$ cat config.mk
export PLATFORM = sky130hd
export DESIGN_NAME = blfa_ram
export DESIGN_NICKNAME = d
export VERILOG_FILES = /design/src/rtl/core/blfa_ram.sv
export SDC_FILE = /design/constraint.sdc
export NUM_CORES = 2
export LEC_CHECK = 0
export BUFFER_PORTS_ARGS = -buffer_cell sky130_fd_sc_hd__buf_2
export CORE_MARGIN = 3
export CORE_UTILIZATION = 55
export CTS_CLUSTER_DIAMETER = 100
export CTS_CLUSTER_SIZE = 28
export DETAILED_ROUTE_END_ITERATION = 8
export HOLD_SLACK_MARGIN = 0.12
export PLACE_DENSITY_LB_ADDON = 0.12
export SYNTH_ARGS = -nofsm -noshare
export SYNTH_HDL_FRONTEND = slang
export SYNTH_SLANG_ARGS = --single-unit
$ cat constraint.sdc
create_clock -name i_clk -period 8.7 [get_ports i_clk]
set_input_delay 0.87 -clock i_clk [delete_from_list [all_inputs] [get_ports i_clk]]
set_output_delay 0.87 -clock i_clk [all_outputs]
set_load 0.02 [all_outputs]
$ cat src/rtl/core/blfa_ram.sv
`timescale 1ns / 1ps

module blfa_ram #(
    parameter int WIDTH = 64,
    parameter int DEPTH = 64
) (
    input  logic                                      i_clk,
    input  logic                                      i_we,
    input  logic [$clog2(DEPTH > 1 ? DEPTH : 2)-1:0] i_waddr,
    input  logic [WIDTH-1:0]                          i_wdata,
    input  logic [$clog2(DEPTH > 1 ? DEPTH : 2)-1:0] i_raddr,
    output logic [WIDTH-1:0]                          o_rdata
);

    logic [WIDTH-1:0] r_mem [DEPTH];
    logic [WIDTH-1:0] r_rdata;

    always_ff @(posedge i_clk) begin
        if (i_we) begin
            r_mem[i_waddr] <= i_wdata;
        end
        r_rdata <= r_mem[i_raddr];
    end

    assign o_rdata = r_rdata;

endmodule

Yosys cells after proc, flatten, opt, wreduce, memory -nomap -nowiden
Memory sizes are Yosys's and may differ from the RTL's. A register that Yosys moved wholly into a read port is not among the register bits.
Index checks and enable logic that the tools add are counted.
{ "totals": {"reg_bits": 0, "mem_bits_rw": 4096, "in_bits": 78, "out_inout_bits": 64, "wordCells": 3, "n_memories": 1} }
{ "memory_table": {"columns": ["name", "depth", "word_bits", "rd", "rd_clocked_by_memory_dff", "wr", "line_no", "text"], "rows": [
  ["r_mem", 64, 64, 1, 1, 1, "15", "logic [WIDTH-1:0] r_mem [DEPTH];"]
]} }
{ "classes": {"muxes": 2} }
{ "ops": {"columns": ["op", "n"], "rows": [
  ["1-bit two-way mux", 2]
]} }

Longest topological paths before layout
{ "depth": {"word_depth": 2, "depth_mapped": 9, "ltp_nobuf": 5} }

Least setup slack after synthesis
Ideal clock, no wire load.
{ "synth_timing": {"kind": "input to register", "start": "input port i_waddr[3] in the netlist's numbering", "end": "memory r_mem[48][0] (enable)", "setup_ns": 0.564, "arrival_ns": 5.742, "required_time_ns": 8.136, "setup_slack_ns": 2.394, "cell_stages": 4, "path_buffers": 1, "cell_sequence": "clkbuf_1 nor2b_1 nand4b_1 nor3_1"} }
{ "synth_lines": {"columns": ["item", "line_no", "text"], "rows": [
  ["start, declared", "9", "input logic [$clog2(DEPTH > 1 ? DEPTH : 2)-1:0] i_waddr,"],
  ["end, declared", "15", null]
]} }
Straight into the memory's write port.

==> summary.md <==
| Metric | Value |
|---|---|
| Critical Path, Cell by Cell | `buf_12 -> buf_4 -> buf_12 -> mux4_2 -> mux2i_1 -> o22ai_1 -> a41oi_1 -> a211oi_1` |
| Layout filler cell count | `19849` |
| Worst-path cell with the longest stage delay | `buf_12` |
| Remaining DRCs | `0` |
| Slew margin rel. | `14.39%` |
| Seq/Total Area, Yosys | `79.49%` |
| Reg clk slew, reported paths | `100 ps` |
| Initial DRC count | `10783` |
| Final HPWL DP | `218800 um` |
| CP Capture Type | `flop` |
| GP Congestion | `0.7788` |
| Initial antenna violation count | `38` |
| Final worst setup slack | `5050 ps` |
| Worst hold path class | `in2reg` |
| CTS buffer count | `176` |
| WP data arrival | `4350 ps` |
| Crit path required time | `9400 ps` |
| Flop-to-flop setup slack | `6610 ps` |
| Final Hold Viols | `0` |
| I/O pins | `142` |
| Largest cells by area after synthesis | `edfxtp_1 79%, mux4_2 15%, mux2i_1 0.86%` |
| R2r endpoint | `o_rdata[31]` |
| Reg-to-reg startpoint | `r_mem[40][31]` |
| Setup Total Neg Slack | `0 ps` |
| Synth cell types | `33` |
| Final Hold Slack | `670.5 ps` |
| Crit Path Class | `in2reg` |
| First-pass GRT wire length | `580500 um` |
| CTS tree | `built` |
| Outcome | `completed` |
| Register area | `124300 um2` |
| Die Span Y | `539.2 um` |
| Bufs and invs on worst path | `3` |
| P_leak | `50.67 nW` |
| Final ANT Viol Nets | `0` |
| Pins Over Slew Limit | `0` |
| Fmax achieved | `0.2740 GHz` |
| Fin nets | `6821` |
| Post-CTS setup buffer count | `0` |
| Critical path peak fanout | `102` |
| GRT overflow | `0` |
| 1st-pass router iterations | `5` |
| Clk sinks | `4160` |
| Crit start category | `input port` |
| Yosys warns | `0` |
| PwrDens | `203.1 nW/um2` |
| Max stage delay on crit path | `640 ps` |
| Chip width | `539.2 um` |
| Synthesized flop and latch total | `4160` |
| Total track usage | `28.56%` |
| Core Box Area | `282500 um2` |
| Worst vdd ir | `0.0002018 V` |
| Commonest cells after routing, fill and taps aside | `4096 x edfxtp_1, 1024 x mux4_2, 180 x buf_4, 178 x clkbuf_16, 168 x a22oi_1` |
| Worst Max-Slew Pin Slew | `1284 ps` |
| Die area | `290700 um2` |
| Pre-CTS setup slack | `4097 ps` |
| Post-synth top area share | `78.67%` |
| PostCTS Resize Cnt | `0` |
| Area grow syn2layout | `7.029%` |
| Final worst path period share | `41.95%` |
| Hold buffers post-CTS | `0` |
| # setup viols final | `0` |
| CP dominant cell by count | `buf_12` |
| Routed WL | `416200 um` |
| Post-Syn Nets | `6676` |
| Clk_lat worst skew | `890 ps` |
| Area leader, netlist | `edfxtp_1` |
| Critical path origin | `i_raddr[0]` |
| Via count | `74074` |
| Starting density of the core | `55.34%` |
| Clock Tree Buf Depth | `4` |
| H-tree levels | `4` |
| Worst path top cell family by delay | `buffers and inverters` |
| Max-cap viol count | `0` |
| Vias in the first global route | `72673` |
| Most common cell after layout, fill and taps aside | `edfxtp_1` |
| Skew final | `50.77 ps` |
| Mapped Area | `156300 um2` |
| Avg WL per Cell | `39.17 um` |
| Tmin final | `3650 ps` |
| Port bufs | `141` |
| Reg2Reg Depth | `5` |
| Largest net degree at the start of global routing | `106` |
| CP endpoint | `o_rdata[5]` |
| Multi-input gate area | `30780 um2` |
| RSZ-0062 raised after global routing | `no` |
| Via density | `6.972` |
| Critical path depth | `8` |
| Syn Area/Cell | `23.70 um2` |
| Share of cells above drive strength 1 | `24.18%` |
| Mapped Cells | `6598` |
| Root buffer cell | `clkbuf_16` |
| Row Count | `195` |
flip-flops by register name (all words and copies together) (netlist names):
| name | flops |
|---|---|
| r_mem | 4096 |
| o_rdata | 64 |
worst min path at each step:
stage          slack (ps)       endpoint          start  cells past startpoint
2_1_floorplan         790    o_rdata[61]  r_mem[30][61]                      4
3_3_place_gp          820    o_rdata[18]  r_mem[38][18]                      4
3_5_place_dp          820    o_rdata[18]  r_mem[39][18]                      4
4_1_cts               610   r_mem[52][6]     i_wdata[6]                      1
5_1_grt               670  r_mem[39][42]    i_wdata[42]                      2
6_report              670  r_mem[36][42]    i_wdata[42]                      2
worst reg2reg max path: cells and delay by family (launching register included):
family,cells,cell delay [ps]
AO/OA/AOI/OAI,2,820
AND/OR/NAND/NOR,1,90
flip-flops,1,380
multiplexers,2,620
synthesized netlist by cell type:
cell type,count
or3b_2,1
and2_1,3
or2_2,28
nand4b_1,1
nand2_1,58
nand4_1,2
nor2b_1,28
a31oi_1,18
edfxtp_1,4096
a211oi_1,63
a22o_1,88
inv_1,19
a2bb2oi_1,19
nand2b_1,11
nor3_1,2
mux4_2,1024
nand3_1,45
buf_2,170
o221ai_1,38
mux2i_1,135
a22oi_1,168
buf_4,34
nand3b_1,2
or3_1,29
a31o_1,1
clkbuf_1,140
buf_1,20
buf_6,6
nor2_1,112
a41oi_1,26
o22ai_1,83
dfxtp_1,64
and3_1,64
where the power goes:
group	switching, mW	internal [mW]
sequential	0.102	22.2
combinational	1.20	0.676
clock	5.88	3.97
total	7.18	26.8
kinds of logic (layout without fill, tap and decap cells):
family                 count (synthesis)  after routing  share of synthesized area (%)
muxes                               1159           1159                          15.61
DFF                                 4160           4160                          79.49
AOI/OAI and AO/OA                    504            504                          2.477
other                                  0             14                              0
and+or+nand+nor                      386            386                          1.240
buffers and inverters                389            659                          1.180
final cells by class:
type                       instances  share of cell area (%)
timing repair buffer             337                   1.442
antenna                           14                 0.02094
clock inverter                    13                  0.1099
clock buffer                     290                   2.925
sequential                      4160                   74.27
inverter                          19                 0.04262
tap                             3743                   2.799
multi-input combinational       2049                   18.39
stage by stage:
step	total power, mW	area [um2]	utilization (%)	instances
finish	33.99	167300	59.23	10625
global route	34.97	167300	59.22	10619
CTS	34.20	167300	59.22	10611
detailed placement	24.62	162200	57.42	10308
global placement	24.58	162200	57.42	10308
floorplan	23.74	156300	-	6598
routing by layer:
layer,GRT usage (%),wire length (um),up-vias
met5,0,103,-
met4,7.638,11690,18
met3,4.353,38240,558
met2,44.63,199900,4082
met1,42.96,166300,40920
li1,-,-,28496
Note: power is estimated with default switching activity, not from simulation.
