[src/rtl/core/blfa_pkg.sv]
`timescale 1ns / 1ps

package blfa_pkg;

    localparam int ITEM_W   = 12;
    localparam int FUNC_W   = 3;
    localparam int ITEM_MAX = 4095;

    localparam logic [FUNC_W-1:0] FUNC_ALLOC = 3'd0;
    localparam logic [FUNC_W-1:0] FUNC_MARK  = 3'd1;
    localparam logic [FUNC_W-1:0] FUNC_TEST  = 3'd2;
    localparam logic [FUNC_W-1:0] FUNC_FILL  = 3'd3;
    localparam logic [FUNC_W-1:0] FUNC_CLEAR = 3'd4;

    typedef enum logic [2:0] {
        ST_IDLE,
        ST_ADDR,
        ST_RMW,
        ST_FILL,
        ST_DONE
    } t_state;

    // summary flag update
    typedef struct packed {
        logic clr_all;
        logic upd;
        logic full;
    } t_sum_cmd;

endpackage

[src/rtl/core/blfa_summary.sv]
`timescale 1ns / 1ps

module blfa_summary #(
    parameter int MAP_WORDS = 64
) (
    input  logic                                          i_clk,
    input  logic                                          i_rst_n,
    input  blfa_pkg::t_sum_cmd                            i_cmd,
    input  logic [$clog2(MAP_WORDS > 1 ? MAP_WORDS : 2)-1:0] i_upd_addr,
    input  logic [$clog2(MAP_WORDS > 1 ? MAP_WORDS : 2)-1:0] i_look_addr,
    output logic                                          o_look_valid,
    output logic [$clog2(MAP_WORDS > 1 ? MAP_WORDS : 2)-1:0] o_pick
);
    import blfa_pkg::*;

    localparam int AW = $clog2(MAP_WORDS > 1 ? MAP_WORDS : 2);

    // per word: written since last clear, and all bits set
    logic [MAP_WORDS-1:0] r_valid;
    logic [MAP_WORDS-1:0] r_full;

    always_ff @(posedge i_clk) begin
        if (!i_rst_n || i_cmd.clr_all) begin
            r_valid <= '0;
            r_full  <= '0;
        end else if (i_cmd.upd) begin
            r_valid[i_upd_addr] <= 1'b1;
            r_full[i_upd_addr]  <= i_cmd.full;
        end
    end

    always_comb begin
        o_look_valid = 1'b0;
        if (int'(i_look_addr) < MAP_WORDS) begin
            o_look_valid = r_valid[i_look_addr];
        end
    end

    // lowest word with a clear bit
    always_comb begin
        o_pick = '0;
        for (int w = MAP_WORDS - 1; w >= 0; w--) begin
            if (!r_full[w[AW-1:0]]) begin
                o_pick = AW'(w);
            end
        end
    end

endmodule

[config.mk]
export PLATFORM = sky130hd
export DESIGN_NAME = blfa_summary
export DESIGN_NICKNAME = d
export VERILOG_FILES = /design/src/rtl/core/blfa_pkg.sv /design/src/rtl/core/blfa_summary.sv
export SDC_FILE = /design/constraint.sdc
export NUM_CORES = 1
export LEC_CHECK = 0
export BUFFER_PORTS_ARGS = -buffer_cell sky130_fd_sc_hd__buf_2
export CORE_ASPECT_RATIO = 1.2
export CORE_MARGIN = 1.5
export CORE_UTILIZATION = 60
export CTS_CLUSTER_SIZE = 8
export DETAILED_ROUTE_END_ITERATION = 12
export MAX_ROUTING_LAYER = met4
export PLACE_DENSITY = 0.77
export SLEW_MARGIN = 20
export SYNTH_ARGS = -nofsm -noshare
export SYNTH_HDL_FRONTEND = slang
export SYNTH_SLANG_ARGS = --single-unit
[constraint.sdc]
create_clock -name i_clk -period 2.1 [get_ports i_clk]
set_input_delay 0 -clock i_clk [delete_from_list [all_inputs] [get_ports i_clk]]
set_output_delay 0 -clock i_clk [all_outputs]
set_load 0.05 [all_outputs]
### Yosys cells after proc, flatten, opt, wreduce, memory -nomap -nowiden

Index checks and enable logic that the tools add are counted.
W data, S select, Z words.

| word-level totals | value |
|---|---|
| register bits after elaboration | 128 |
| bits of input ports | 17 |
| output and inout port bits | 7 |
| logic and storage cells | 78 |

| operators by class | value |
|---|---|
| $lt $le $gt $ge | 3 |
| muxes and demuxes | 69 |
| bitwise logic cells | 1 |
| reductions and logical operators | 3 |

Operator list:

| operator | count |
|---|---|
| $mux W6 | 64 |
| $bwmux W64 | 1 |
| $or A64 B64 Y64 | 1 |
| $lt A6 B7 Y1 const B | 2 |
| $bmux W1 S6 | 1 |
| $demux W1 S6 | 1 |
| $ge A6 B1 Y1 const B | 1 |
| $mux W1 | 2 |
| $logic_and A1 B1 Y1 | 1 |
| $logic_not A1 Y1 | 1 |
| $logic_or A1 B1 Y1 | 1 |

### Longest topological paths before layout

| logic depth | value |
|---|---|
| word-level depth | 64 |
| mapped depth | 7 |
| depth with buffers taken out | 6 |

### Least setup slack after synthesis

OpenSTA, ideal clock, no wires.

| timing | value |
|---|---|
| path kind | reg-to-output |
| from | register r_full[33] |
| to | output port o_pick[1] in the netlist's numbering |
| arrival time | 2514 ps |
| data required time | 2100 ps |
| slack | -414 ps |
| stages on the path, launching flop included | 7 |
| path buffers | 0 |
| cell sequence | dfxtp_1 nand4_1 or2_2 a311oi_1 a211o_1 a2111oi_0 a311oi_1 |

| on the way | value |
|---|---|
| cells in the longest elaborated chain, start to end | 34 |

RTL lines:

| item | RTL line | text |
|---|---|---|
| start, declared | blfa_summary.sv:20 | `logic [MAP_WORDS-1:0] r_full;` |
| start signal, assigned by index | blfa_summary.sv:28 | `r_full[i_upd_addr] <= i_cmd.full;` |
| $mux W6 (34 in a row) | blfa_summary.sv:43 | `if (!r_full[w[AW-1:0]]) begin` |
| end, declared | blfa_summary.sv:12 | `output logic [$clog2(MAP_WORDS > 1 ? MAP_WORDS : 2)-1:0] o_pick` |

Every way passes these cells.

### Worst setup path after layout

| timing | value |
|---|---|
| from | register r_full[37] |
| to | output port o_pick[1] in the netlist's numbering |

| on the way | value |
|---|---|
| cells in the longest elaborated chain, start to end | 38 |

RTL lines:

| item | RTL line |
|---|---|
| $mux W6 (38 in a row) | blfa_summary.sv:43 |

Every way passes these cells.

==> results.sh <==
export IMPL_rsz0062_at_grt="true"
export IMPL_tightest_slew_ns=0.670
export IMPL_final_setup_skew_ns=0
export IMPL_start_util_pct=61.6
export IMPL_layout_drive_gt1_share_pct=17.5
export IMPL_p_leak_nw=2.25
export IMPL_max_stage_delay_ns=0.36
export IMPL_grt_pass1_wl_mm=26.4
export IMPL_final_net_count=753
export IMPL_design_core_area_sq_mm=0.00947
export IMPL_place_area_sq_mm=0.00613
export IMPL_clkTransAtPathRegs_ns=0.06
export IMPL_die_w_um=93.0
export IMPL_design_area_sq_mm=0.00692
export IMPL_synth_top_cell_area_share_pct=43.9
export IMPL_grt_pass1_vias=5354
export IMPL_endpoint_kind="output port"
export IMPL_clock_latency_ns=0.42
export IMPL_power_density_mw_per_mm2=793
export IMPL_globalRouteTotalUtil_pct=34.4
export IMPL_multi_input_area_sq_mm=0.00318
export IMPL_critPathRequiredTime_ns=2.10
export IMPL_relSlewSlack_pct=55.3
export IMPL_hold_path_class="in2reg"
export IMPL_routedWlPerCell_um=19.5
export IMPL_max_cap_violations=0
export IMPL_cp_max_fo=5
export IMPL_cts_sinks=128
export IMPL_timing_rr_start="r_full[38]"
export IMPL_fin_crit_sh_pct=108
export IMPL_arrival_ns=2.26
export IMPL_routed_via_density=6.40
export IMPL_postSynthAreaPerCell_sq_um=8.19
export IMPL_synthTopCellsByArea="dfxtp_1, nor2_1, mux4_1"
export IMPL_outcome="complete, but fails checks"
export IMPL_fillers=720
export IMPL_htree_levels=4
export IMPL_setup_violations=4
export IMPL_ys_flop_type="dfxtp_1"
export IMPL_hold_start="i_upd_addr[2]"
export IMPL_cts_tree="done"
export IMPL_grt_antenna_before_repair=0
export IMPL_dr_pass1_iters=5
export IMPL_grt_max_degree=83
export IMPL_p_total_w=0.00549
export IMPL_crit_path_start="r_full[37]"
export IMPL_crit_type="reg2out"
export IMPL_cts_max_path_buffers=2
export IMPL_cp_slowest_cell="dfxtp_2"
export IMPL_wl_mm=17.0
export IMPL_hold_viol=0
export IMPL_gp_congestion=0.938
export IMPL_io_pins=24
export IMPL_period_minus_slack_ns=2.26
export IMPL_syn_inst=712
export IMPL_area_delta_synth_final_pct=18.6
export IMPL_path_cells="nand4_1 > or2_4 > a311oi_2 > a211o_1 > a2111oi_4 > a311oi_2 > buf_6"
export IMPL_syn_num_nets=729
export IMPL_die_area_sq_mm=0.0103
export IMPL_cp_start_kind="flop"
export IMPL_io_buffers=23
export IMPL_synth_seq_cells=128
export IMPL_yosysTopAreaCell="dfxtp_1"
export IMPL_rows=39
export IMPL_fmax_ghz=0.443
export IMPL_ir_worst_vdd_uv=568
export IMPL_holdBufCountCts=0
export IMPL_synth_warnings=0
export IMPL_dp_hpwl_mm=11.2
export IMPL_regArea_sq_mm=0.00259
export IMPL_cpMostUsedCell="a311oi_2"
export IMPL_drcViolationCount=0
export IMPL_synth_cell_types=47
export IMPL_dr_first_iter_drc_count=505
export IMPL_violations="negative setup slack"
export IMPL_die_h_um=111
export IMPL_cts_inserted_buffers=17
export IMPL_vias=5579
export IMPL_ys_seq_area_share_pct=43.9
export IMPL_synth_edff_count=0
export IMPL_async_reset_ff_share_pct=0
export IMPL_root_buffer="clkbuf_16"
export IMPL_layout_setup_ws_ns=-0.160
export IMPL_drtAntennaViolNets=0
export IMPL_overflow=0
export IMPL_n_antenna_cell=0
export IMPL_netlist_area_sq_mm=0.00583
export IMPL_drv_slew=0
## cell usage in the layout, fill, tap and decap left out, types with 3 or more instances in the layout
cell        synthesis  layout
nand3b_1            4       4
a21oi_1            56      56
nand4_1            18      18
clkbuf_8            0       4
dfxtp_1           128     108
mux4_1             13      11
nor2b_1             7       6
dfxtp_2             0      19
clkbuf_16           0      17
mux4_2              4       6
nor2_1            172     171
o21ai_0            53      52
a31oi_1             7       7
buf_12              1       3
and2_1              3       3
nor3_1              9       4
and3_1              3       3
clkinvlp_4          0       4
buf_4               0      24
nor3_2              0       5
nand2_1            72      70
inv_1              16      15
buf_6               1       4
nand3_1            20      20
clkinv_2            0       5
a22o_1              4       4
buf_2               1      16
mux2i_1            24      24
o21a_1             18      18
## what timing repair did
action,CTS,global route
setup endpoints to repair,7,7
pin swaps,9,7
gates resized for setup,47,17
setup buffers,2,1
## through the flow
stage                     util [%]  TNS (ns)  hold WS, ns  worst slack [ns]  instances
after floorplan                  -         0        0.295            0.0379        712
after global placement        64.8         0        0.423             0.100        837
after CTS                     72.3    -0.324      0.00317            -0.110        871
final                         73.1    -0.473       0.0199            -0.160        872
after global routing          73.1    -0.669       0.0431            -0.235        872
after detailed placement      64.8         0        0.440            0.0576        837
## cell families (layout without fill, tap and decap cells)
kind of cell / after synthesis / in the layout / share of synthesized area, %
DFF: 128 / 128 / 43.9
AOI/OAI and AO/OA: 163 / 163 / 16.6
and+or+nand+nor: 322 / 322 / 23.8
buffers and inverters: 58 / 95 / 4.18
muxes: 41 / 41 / 11.5
## report_power, final
| group | leakage, nW | internal, W | switching (W) |
|---|---|---|---|
| sequential | 1.04 | 0.00243 | 0.00000389 |
| combinational | 0.939 | 0.0000702 | 0.000171 |
| clock | 0.274 | 0.00174 | 0.00107 |
| total | 2.25 | 0.00424 | 0.00125 |
## Yosys cell counts (all sizes together), types with 2 or more instances
cell / instances
and3: 3
inv: 16
clkbuf: 34
o21ai: 53
a311oi: 2
nor2: 172
a22o: 4
nor3b: 2
or3b: 2
nand3b: 4
o221ai: 2
nor4: 2
a21boi: 3
a221oi: 4
o21a: 18
and2: 3
buf: 8
a211oi: 3
a2111oi: 3
nand3: 20
nand2: 72
a21oi: 56
nand4: 18
nand2b: 3
nor3: 9
nor2b: 7
a31oi: 7
dfxtp: 128
mux2i: 24
mux4: 17
or3: 2
## sequential cells by signal (all words and copies together) (netlist names)
| register | cells |
|---|---|
| r_full | 64 |
| r_valid | 64 |
## worst max-delay path, delay by kind of cell, from the launching register on
family	cells	cell delay (ns)
simple gates	2	0.43
flops	1	0.36
buf+inv	1	0.21
compound gates	4	0.84
## metal layers
| metal | vias to the layer above | GRT usage [%] | share of wire (%) |
|---|---|---|---|
| met4 | 0 | 18.4 | 4.2 |
| met2 | 293 | 55.7 | 49 |
| met5 | - | - | 0 |
| li1 | 2548 | - | - |
| met3 | 71 | 6.31 | 7.7 |
| met1 | 2667 | 40.2 | 39 |
## path summary, 6_finish.rpt
kind,endpoint,slack (ns),cells after the start
hold / removal,r_valid[47],0.02,3
hold reg to reg,r_valid[47],0.45,2
setup reg to reg,r_full[38],1.24,3
setup / recovery,o_pick[1],-0.16,7
## layout make-up
class	count	share of cell area, %
multi-input cells	526	45.9
flip-flops and latches	128	37.4
clock buffers	22	7.00
repair buffers	47	5.28
well taps	123	2.23
clock inverters	10	1.23
inverters	16	0.868
No activity file was read; power rests on OpenSTA's default activity.
